--- src/rtl/assert_macros.svh ---
// Assertion helpers, clocked on clk_i and disabled while rst_ni is low.
`ifndef ASSERT_MACROS_SVH
`define ASSERT_MACROS_SVH

`define ASSERT_CLK(lbl, prop, msg) \
  lbl: assert property (@(posedge clk_i) disable iff (!rst_ni) prop) else $error(msg);

`define ASSERT_IMPL(lbl, ante, cons, msg) \
  lbl: assert property (@(posedge clk_i) disable iff (!rst_ni) (ante) |-> (cons)) \
    else $error(msg);

`endif

--- src/rtl/ttu_pkg.sv ---
package ttu_pkg;

  localparam logic [1:0] FN_SIN  = 2'd0;
  localparam logic [1:0] FN_COS  = 2'd1;
  localparam logic [1:0] FN_ATAN = 2'd2;

  localparam int NumStages = 11;  // input stage, six divider stages, four post stages
  localparam int DivStages = 6;   // four quotient bits per divider stage

  typedef struct packed {
    logic [1:0] func;
    logic       xz;     // x is zero
    logic       yz;     // y is zero
    logic       xn;     // x negative
    logic       yn;     // y negative
    logic       neg;    // sine in the upper half turn
    logic       steep;  // tangent ratio of one or more
  } ctl_t;

  function automatic logic [9:0] sine_lut(input logic [4:0] idx);
    logic [9:0] v;
    unique case (idx)
      5'd0:  v = 10'd0;   5'd1:  v = 10'd50;  5'd2:  v = 10'd98;  5'd3:  v = 10'd142;
      5'd4:  v = 10'd180; 5'd5:  v = 10'd212; 5'd6:  v = 10'd236; 5'd7:  v = 10'd250;
      5'd8:  v = 10'd255; 5'd9:  v = 10'd250; 5'd10: v = 10'd236; 5'd11: v = 10'd212;
      5'd12: v = 10'd180; 5'd13: v = 10'd142; 5'd14: v = 10'd98;  5'd15: v = 10'd50;
      default: v = 10'd0;
    endcase
    return v;
  endfunction

  function automatic logic [9:0] atan_lut(input logic [4:0] idx);
    logic [9:0] v;
    unique case (idx)
      5'd0:  v = 10'd0;   5'd1:  v = 10'd62;  5'd2:  v = 10'd124; 5'd3:  v = 10'd185;
      5'd4:  v = 10'd245; 5'd5:  v = 10'd303; 5'd6:  v = 10'd359; 5'd7:  v = 10'd412;
      5'd8:  v = 10'd464; 5'd9:  v = 10'd512; 5'd10: v = 10'd559; 5'd11: v = 10'd602;
      5'd12: v = 10'd644; 5'd13: v = 10'd682; 5'd14: v = 10'd719; 5'd15: v = 10'd753;
      default: v = 10'd785;
    endcase
    return v;
  endfunction

endpackage

--- src/rtl/table_trig_unit.sv ---
// Table-based trig unit in milliradians: sine, cosine and atan2, one word in and one
// word out per cycle. Eleven register stages (input stage, six divider stages, four
// post stages) carry each input word to the output register. The atan2 ratio comes
// from a six-stage restoring divider (four quotient bits per stage); the sine path
// reduces the angle with reciprocal multiplies running alongside it. Both share one
// interpolating table stage. A stalled output freezes the whole pipeline.
`include "assert_macros.svh"

module table_trig_unit (
  input  logic        clk_i,
  input  logic        rst_ni,
  input  logic        s_axis_tvalid,
  output logic        s_axis_tready,
  input  logic [31:0] s_axis_tdata,   // angle_or_y[15:0], x_coord[31:16]
  input  logic [1:0]  s_axis_tuser,   // func[1:0]
  output logic        m_axis_tvalid,
  input  logic        m_axis_tready,
  output logic [15:0] m_axis_tdata    // result[13:0], zero pad
);
  import ttu_pkg::*;

  localparam int Last = NumStages - 1;

  logic en;
  logic [NumStages-1:0] vq_q;
  ctl_t ctl_q [NumStages];
  ctl_t ctl_d [NumStages];

  // divider
  logic [23:0] w_q   [DivStages+1];
  logic [23:0] w_d   [DivStages+1];
  logic [15:0] rem_q [DivStages];
  logic [15:0] rem_d [DivStages];
  logic [15:0] dv_q  [DivStages];
  logic [15:0] dv_d  [DivStages];

  // sine reduction
  logic [16:0] v0_q, v0_d, v1_q;
  logic [3:0]  q1_q, q1_d;
  logic [12:0] r2_q, r2_d;
  logic [19:0] n3_q, n3_d, n4_q;
  logic [8:0]  q4_q, q4_d, idx5_q, idx5_d, idx6_q;

  // post stages
  logic [25:0] m7_q, m7_d, m8_q;
  logic [8:0]  pos7_q, pos7_d;
  logic [9:0]  q8_q, q8_d, lo8_q, lo8_d;
  logic signed [15:0] d8_q, d8_d;
  logic signed [11:0] v9_q, v9_d;
  logic [10:0] s9_q, s9_d;
  logic signed [13:0] res_q, res_d;

  function automatic logic [39:0] div_step(input logic [15:0] rem, input logic [23:0] w,
                                           input logic [15:0] d);
    logic [16:0] t;
    logic [15:0] r;
    logic [23:0] ww;
    r  = rem;
    ww = w;
    for (int i = 0; i < 4; i++) begin
      t  = {r, ww[23]};
      ww = {ww[22:0], 1'b0};
      if (t >= {1'b0, d}) begin
        t     = t - {1'b0, d};
        ww[0] = 1'b1;
      end
      r = t[15:0];
    end
    return {r, ww};
  endfunction

  assign en            = !vq_q[Last] || m_axis_tready;
  assign s_axis_tready = en;
  assign m_axis_tvalid = vq_q[Last];
  assign m_axis_tdata  = {2'b00, res_q};

  always_comb begin
    logic signed [15:0] ang, xin;
    logic signed [18:0] aa;
    logic [39:0] ds;
    logic [30:0] p1;
    logic [16:0] r2;
    logic [11:0] a3;
    logic [40:0] p4;
    logic [20:0] r5;
    logic [15:0] qh;
    logic [4:0]  ti;
    logic [3:0]  off;
    logic [9:0]  lo, hi;
    logic signed [10:0] diff;
    logic [50:0] p8;
    logic signed [15:0] sh;
    logic [25:0] r9;
    logic [9:0]  qq;
    logic signed [13:0] a;
    logic tsel;

    ang = $signed(s_axis_tdata[15:0]);
    xin = $signed(s_axis_tdata[31:16]);

    // stage 0: capture, magnitudes, angle offset so the modulo input is positive
    ctl_d[0]       = '0;
    ctl_d[0].func  = s_axis_tuser;
    ctl_d[0].xz    = (xin == 16'sd0);
    ctl_d[0].yz    = (ang == 16'sd0);
    ctl_d[0].xn    = xin[15];
    ctl_d[0].yn    = ang[15];
    aa    = 19'(ang) + ((s_axis_tuser == FN_COS) ? 19'sd1571 : 19'sd0) + 19'sd37704;
    v0_d  = aa[16:0];
    w_d[0]   = {(ang[15] ? 16'(~ang + 16'sd1) : 16'(ang)), 8'h00};
    rem_d[0] = '0;
    dv_d[0]  = xin[15] ? 16'(~xin + 16'sd1) : 16'(xin);

    for (int k = 1; k < NumStages; k++) ctl_d[k] = ctl_q[k-1];

    for (int k = 1; k < DivStages; k++) begin
      ds       = div_step(rem_q[k-1], w_q[k-1], dv_q[k-1]);
      rem_d[k] = ds[39:24];
      w_d[k]   = ds[23:0];
      dv_d[k]  = dv_q[k-1];
    end
    ds = div_step(rem_q[DivStages-1], w_q[DivStages-1], dv_q[DivStages-1]);
    w_d[DivStages] = ds[23:0];

    // stage 1: quotient estimate for the modulo by two pi
    p1   = 31'(v0_q) * 31'd10679;
    q1_d = p1[29:26];
    // stage 2: remainder with one correction
    r2   = v1_q - 17'(q1_q) * 17'd6284;
    r2_d = (r2 >= 17'd6284) ? 13'(r2 - 17'd6284) : 13'(r2);
    // stage 3: fold at pi, scale to table position
    ctl_d[3].neg = (r2_q >= 13'd3142);
    a3   = ctl_d[3].neg ? 12'(r2_q - 13'd3142) : 12'(r2_q);
    n3_d = {a3, 8'h00} + 20'd1571;
    // stage 4/5: division by pi through a reciprocal
    p4     = 41'(n3_q) * 41'd1366953;
    q4_d   = p4[40:32];
    r5     = 21'(n4_q) - 21'(q4_q) * 21'd3142;
    idx5_d = (r5 >= 21'd3142) ? q4_q + 9'd1 : q4_q;

    // stage 7: table position or steep branch product
    qh   = w_q[DivStages][23:8];
    tsel = (ctl_q[DivStages].func == FN_ATAN);
    ctl_d[7].steep = (qh != 16'd0);
    m7_d   = 26'(qh) * 26'd786;
    pos7_d = tsel ? {1'b0, w_q[DivStages][7:0]} : idx6_q;

    // stage 8: table read and interpolation product; reciprocal for the steep branch
    ti  = pos7_q[8:4];
    off = pos7_q[3:0];
    if (ctl_q[7].func == FN_ATAN) begin
      lo = atan_lut(ti);
      hi = (ti < 5'd16) ? atan_lut(ti + 5'd1) : lo;
    end else begin
      lo = sine_lut(ti);
      hi = (ti < 5'd16) ? sine_lut(ti + 5'd1) : lo;
    end
    diff  = $signed({1'b0, hi}) - $signed({1'b0, lo});
    d8_d  = 16'(diff) * 16'($signed({1'b0, off}));
    lo8_d = lo;
    p8    = 51'(m7_q) * 51'd33819680;
    q8_d  = p8[49:40];

    // stage 9: shift toward zero and add the low entry, finish the steep quotient
    sh   = (d8_q < 0) ? -((-d8_q) >>> 4) : (d8_q >>> 4);
    v9_d = $signed({2'b00, lo8_q}) + 12'(sh);
    r9   = m8_q - 26'(q8_q) * 26'd32511;
    qq   = (r9 >= 26'd32511) ? q8_q + 10'd1 : q8_q;
    s9_d = 11'd785 + 11'(qq);

    // stage 10: sign, axes and quadrant
    a = ctl_q[9].steep ? $signed({3'b000, s9_q}) : 14'(v9_q);
    unique case (ctl_q[9].func)
      FN_SIN, FN_COS: res_d = ctl_q[9].neg ? -14'(v9_q) : 14'(v9_q);
      FN_ATAN: begin
        if (ctl_q[9].xz)      res_d = ctl_q[9].yn ? -14'sd1571 : 14'sd1571;
        else if (ctl_q[9].yz) res_d = ctl_q[9].xn ? 14'sd3142 : 14'sd0;
        else if (ctl_q[9].xn) res_d = ctl_q[9].yn ? 14'sd3142 + a : 14'sd3142 - a;
        else if (ctl_q[9].yn) res_d = 14'sd6284 - a;
        else                  res_d = a;
      end
      default: res_d = '0;
    endcase
  end

  always_ff @(posedge clk_i or negedge rst_ni) begin
    if (!rst_ni) begin
      vq_q <= '0;
    end else if (en) begin
      vq_q <= {vq_q[Last-1:0], s_axis_tvalid};
    end
  end

  always_ff @(posedge clk_i) begin
    if (en) begin
      for (int k = 0; k < NumStages; k++) ctl_q[k] <= ctl_d[k];
      for (int k = 0; k <= DivStages; k++) w_q[k] <= w_d[k];
      for (int k = 0; k < DivStages; k++) begin
        rem_q[k] <= rem_d[k];
        dv_q[k]  <= dv_d[k];
      end
      v0_q   <= v0_d;
      v1_q   <= v0_q;
      q1_q   <= q1_d;
      r2_q   <= r2_d;
      n3_q   <= n3_d;
      n4_q   <= n3_q;
      q4_q   <= q4_d;
      idx5_q <= idx5_d;
      idx6_q <= idx5_q;
      m7_q   <= m7_d;
      pos7_q <= pos7_d;
      m8_q   <= m7_q;
      q8_q   <= q8_d;
      lo8_q  <= lo8_d;
      d8_q   <= d8_d;
      v9_q   <= v9_d;
      s9_q   <= s9_d;
      res_q  <= res_d;
    end
  end

  `ASSERT_CLK(a_stage_advance, en |=> vq_q[1] == $past(vq_q[0]), "valid lost in pipeline")
  `ASSERT_IMPL(a_sine_index, vq_q[5], idx5_q <= 9'd256, "sine table index beyond range")
  `ASSERT_IMPL(a_sine_range,
               vq_q[Last] && (ctl_q[Last].func == FN_SIN || ctl_q[Last].func == FN_COS),
               res_q <= 14'sd255 && res_q >= -14'sd255, "sine result out of range")

endmodule
--- config.mk ---
export PLATFORM = sky130hd
export DESIGN_NAME = table_trig_unit
export DESIGN_NICKNAME = d
export VERILOG_FILES = /design/src/rtl/ttu_pkg.sv /design/src/rtl/table_trig_unit.sv
export VERILOG_INCLUDE_DIRS = /design/src /design/src/rtl
export SDC_FILE = /design/constraint.sdc
export NUM_CORES = 2
export LEC_CHECK = 0
export ABC_CLOCK_PERIOD_IN_PS = 47100
export BUFFER_PORTS_ARGS = -buffer_cell sky130_fd_sc_hd__buf_2
export CORE_MARGIN = 2
export CORE_UTILIZATION = 60
export CTS_CLUSTER_SIZE = 8
export DETAILED_ROUTE_END_ITERATION = 12
export PLACE_DENSITY = 0.76
export SLEW_MARGIN = 20
export SYNTH_ARGS = -nofsm -noshare
export SYNTH_HDL_FRONTEND = slang
export SYNTH_SLANG_ARGS = --single-unit
--- constraint.sdc ---
create_clock -name clk_i -period 47.1 [get_ports clk_i]
set_clock_uncertainty 0.2 [all_clocks]
set_input_delay 0 -clock clk_i [delete_from_list [all_inputs] [get_ports clk_i]]
set_output_delay 0 -clock clk_i [all_outputs]
set_load 0.1 [all_outputs]
Yosys cells after proc, flatten, opt, wreduce, memory -nomap -nowiden:

Memory sizes are Yosys's and may differ from the RTL's. A register that Yosys moved wholly into a read port is not among the register bits.
Cells that the tools add are included.
W data, S select, Z words.

* $add $sub $neg: 45
* multiply operators: 8
* order comparisons: 30
* equal/unequal tests: 5
* muxes and demuxes: 78
* bitwise gates (word level): 2
* reductions and logical operators: 7

Operator list (number)
* $ge A17 B16 Y1: 24
* $mux W16: 25
* $sub A16 B16 Y16: 23
* $mux W14: 8
* $mux W10: 9
* $mul A25 B21 Y44 const B: 1
* $mul A20 B21 Y41 const B: 1
* $mux W12: 3
* $add A16 B2 Y16 const B: 2
* $logic_not A16 Y1: 2
* $not A16 Y16: 2
* $mul A17 B14 Y30 const B: 1
* $pmux W14 S2: 1
* $ge A26 B15 Y1 const B: 1
* $mux W1: 26
* $sub A26 B25 Y26: 1
* $mul A10 B15 Y25 const B: 1
* $mul A16 B9 Y25 const B: 1
* $ge A21 B12 Y1 const B: 1
* $sub A20 B21 Y21: 1
* $add A20 B11 Y20 const B: 1
* $mul A9 B11 Y20 const B: 1
* $add A16 B12 Y17: 1
* $add A17 B17 Y17 const B: 1
* other kinds (33): 37

* register bits: 261
* bits in writable memories: 448
* ROM bits: 576
* input bits: 38
* output and inout port bits: 18
* logic and storage cells: 203
* memories: 8

Memories
* w_q: depth 7, bits a word 24, rd ports 7, clocked after memory_dff 0, write ports 7, line table_trig_unit.sv:30 `logic [23:0] w_q [DivStages+1];`
* (no name shown): depth 16, bits a word 10, rd ports 1, clocked after memory_dff 1, write ports 0, line ttu_pkg.sv:34 `unique case (idx)`
* (no name shown): depth 16, bits a word 10, rd ports 1, clocked after memory_dff 0, write ports 0, line ttu_pkg.sv:34
* (no name shown): depth 16, bits a word 8, rd ports 1, clocked after memory_dff 1, write ports 0, line ttu_pkg.sv:22 `unique case (idx)`
* (no name shown): depth 16, bits a word 8, rd ports 1, clocked after memory_dff 0, write ports 0, line ttu_pkg.sv:22
* dv_q: depth 6, bits a word 16, rd ports 6, clocked after memory_dff 0, write ports 6, line table_trig_unit.sv:34 `logic [15:0] dv_q [DivStages];`
* 2 more memories

Longest topological paths before layout:

An unclocked memory read counts as a cell.

* depth after elaboration: 9
* gate-level depth with buffers: 54
* gate-level depth less buffers: 49

Worst setup path after synthesis:

Ideal clock, no wire load.

* path kind: reg-to-reg
* start: register vq_q[10]
* end: register vq_q[2]
* data arrival time: 20874 ps
* path slack: 25864 ps
* cell stages (with the launch flop): 5
* buffers on the path: 2
* period minus slack after synthesis: 21236 ps
* cells stage by stage: dfrtp_1 > nand2b_1 > clkbuf_1 > clkbuf_1 > mux2_2

* cells in the longest elaborated chain, start to end: 2

RTL lines
* start, declared: line table_trig_unit.sv:25 `logic [NumStages-1:0] vq_q;`
* start signal, assigned: line table_trig_unit.sv:190 `vq_q <= {vq_q[Last-1:0], s_axis_tvalid};`
* $logic_not A1 Y1: line table_trig_unit.sv:72 `assign en = !vq_q[Last] || m_axis_tready;`
* $logic_or A1 B1 Y1: line table_trig_unit.sv:72
* via s_axis_tready: line table_trig_unit.sv:13 `output logic s_axis_tready,`

The timed path passes the listed nets, and every way through them passes these cells.
A chain may end at the register's enable or synchronous reset.

==> results.py <==
metrics = {
    "status": {
        "status": "completed",
    },
    "floorplan": {
        "coreArea_sq_um": 114500,
        "row_count": 124,
        "boundaryPins": 56,
        "die_width_um": 344.0,
        "initial_utilization": 0.6059,
        "die_h_um": 344.0,
        "dieArea_sq_um": 118400,
    },
    "route": {
        "vias": 51630,
        "drt_iter0_markers": 3787,
        "wirelength_um": 161600,
        "postRouteAntennaNets": 0,
        "first_pass_iters": 6,
        "routedWlPerCell_um": 18.56,
        "drc": 0,
        "vias_per_cell": 5.931,
    },
    "sta": {
        "slew_violations": 0,
        "worst-slew-pin-transition_ps": 1116,
        "max_freq_mhz": 77.80,
        "slew_headroom": 0.2504,
        "tns_ps": 0,
        "fin_crit_ps": 12850,
        "fin_crit_sh": 0.2729,
        "hold_violations": 0,
        "rsz0062_at_grt": "no",
        "setup_viol": 0,
    },
    "grt": {
        "grt_pass1_vias": 51170,
        "grt_pass1_wl_um": 262500,
        "antenna_found_initial": 1,
        "grtUsageTotal": 0.2746,
        "grt_remaining_overflow": 0,
        "grt_max_degree": 181,
    },
    "setup_path": {
        "critPathCaptureType": "register",
        "rrSetupSlack_ps": 34250,
        "crit_required_ps": 47320,
        "cp.arrival_ps": 13070,
        "critPathMaxFanout": 25,
        "cpMostUsedCell": "o21ai_0",
        "max_stage_delay_ps": 600,
        "cp-start-kind": "register",
        "cpMaxStageDelayCell": "edfxtp_1",
        "path_class": "register to register",
    },
    "placed_design": {
        "port_buffers": 53,
        "place.gp.congestion": 0.9471,
        "dp.final_hpwl_um": 129100,
    },
    "logic_synthesis": {
        "ys_warn_count": 0,
        "synth_top_area_frac": 0.2615,
        "yosysUniqueCellTypes": 105,
        "synthTopCellsByArea": "edfxtp_1 (26%), ha_1 (20%), fa_1 (11%), inv_1 (5.3%), xnor2_1 (4.4%)",
        "async_flop_share": 0.01738,
        "ys_ff_latch": 633,
        "syn_area_sq_um": 69370,
        "ys_seq_area_frac": 0.2706,
        "synth_edf_count": 604,
        "synth_ff_type": "edfxtp_1",
        "yosysTopAreaCell": "edfxtp_1",
        "synthCells": 7027,
        "syn-mean-instance-area_sq_um": 9.872,
    },
    "clocking": {
        "cts_buffers": 92,
        "htreeDepth": 3,
        "tritoncts": "built",
        "cts-root-buf": "clkbuf_16",
        "post_cts_buffers": 0,
        "clkTransAtPathRegs_ps": 50,
        "clockBufferDepth": 3,
        "cts.sinks": 633,
        "insertion_delay_ps": 690,
    },
    "finish": {
        "layout.nets": 8721,
        "area_growth_syn_to_layout_pct": 7.604,
        "drive_gt1_frac": 0.06605,
        "n_fill_cell": 9020,
    },
    "flow_run": {
        "maxCapViolations": 0,
    },
    "min_path": {
        "hold_path_class": "input port to register",
    },
}
synth_stat cells (34+ instances only):
cell type / instances
and3_1: 37
a31oi_1: 42
o21bai_1: 64
a211oi_1: 51
nor2_1: 382
or3_1: 47
nand2_1: 368
fa_1: 391
xnor2_1: 352
o21ai_0: 338
ha_1: 1131
o31ai_1: 35
xor2_1: 147
a21o_1: 151
nand3_1: 96
o21a_1: 68
nand2b_1: 82
mux2_2: 181
a21oi_1: 418
clkbuf_1: 80
edfxtp_1: 604
mux2i_1: 53
nor2b_1: 109
nand4_1: 75
or2_2: 46
inv_1: 986
and2_1: 46
nor3_1: 141
a21boi_0: 34
flip-flops by register name, indices dropped and copies added (netlist names), 10 cells and up, named ones only:
signal	cells
w_q	124
dv_q	96
rem_q	80
ctl_q	70
m7_q	25
m8_q	25
v0_q	17
v1_q	17
d8_q	16
res_q	14
r2_q	13
n3_q	12
n4_q	12
v9_q	12
s9_q	11
vq_q	11
lo8_q	10
q8_q	10
cells by family after synthesis:
kind of cell	share of synthesized area
other cells	0.00005406
compound gates	0.1388
xor+xnor	0.06300
flops	0.2706
fa+ha+maj	0.3168
simple gates	0.1098
buf+inv	0.06029
mux	0.04064
final timing paths:
check                           startpoint     endpoint  cells after the start
max                             dv_q[2][1]  rem_q[3][7]                     46
min                        s_axis_tdata[0]      v0_q[0]                      3
max reg2reg                     dv_q[2][1]  rem_q[3][7]                     46
min reg2reg                    ctl_q[2][2]  ctl_q[3][2]                      0
max in group asynchronous           rst_ni      vq_q[5]                      3
min in group asynchronous           rst_ni      vq_q[0]                      3
metrics by stage:
stage	area, sq um	instances	util	hold slack (ps)	worst slack (ps)
global route	74640	8703	0.6519	74.95	33330
detailed placement	71230	8499	0.6221	-325.6	34570
CTS	74640	8703	0.6519	16.00	34510
finish	74650	8705	0.6519	63.34	34250
global placement	71230	8499	0.6221	-330.6	34760
floorplan	69380	7028	-	-495.6	25860
metal layers:
layer	vias up	GRT usage	wire, um
li1	25130	-	-
met1	24720	0.3719	71550
met2	1441	0.4605	76410
met3	335	0.02960	8374
met4	0	0.09212	5229
met5	-	0	0
area by class of cell:
| type | instances | area (sq um) | area share |
|---|---|---|---|
| antenna | 2 | 5.005 | 0.00006705 |
| sequential | 633 | 18770 | 0.2515 |
| multi-input combinational | 5293 | 46430 | 0.6220 |
| clock inverter | 14 | 232.7 | 0.003118 |
| timing repair buffer | 148 | 1216 | 0.01629 |
| inverter | 993 | 3727 | 0.04993 |
| clock buffer | 110 | 2370 | 0.03175 |
| tap | 1512 | 1892 | 0.02534 |
repair_timing:
item	4_1_cts	5_1_grt
gates resized for setup	0	0
endpoints found under the hold margin	67	0
hold buffers	80	0
cells in the final DEF (no fill, tap or decap), types with 68 or more instances in the layout:
cell type / count
fa_1: 391
xnor2_1: 352
nand2_1: 368
nand2b_1: 81
dlygate4sd3_1: 80
inv_1: 986
clkbuf_16: 92
ha_1: 1131
nand3_1: 96
o21a_1: 68
nand4_1: 75
nor3_1: 141
nor2_1: 382
nor2b_1: 109
mux2_2: 181
a21oi_1: 418
xor2_1: 147
edfxtp_1: 604
a21o_1: 151
o21ai_0: 338
worst max-delay path, delay by kind of cell, from the launching register on:
kind	cells	cell delay, ps
simple gates	12	2790
flops	1	600
buf+inv	4	770
mux	2	820
fa+ha+maj	4	1290
compound gates	24	6080
Power is not shown: default switching activity piles up to over one toggle a cycle in this logic, so the estimate is an artifact.
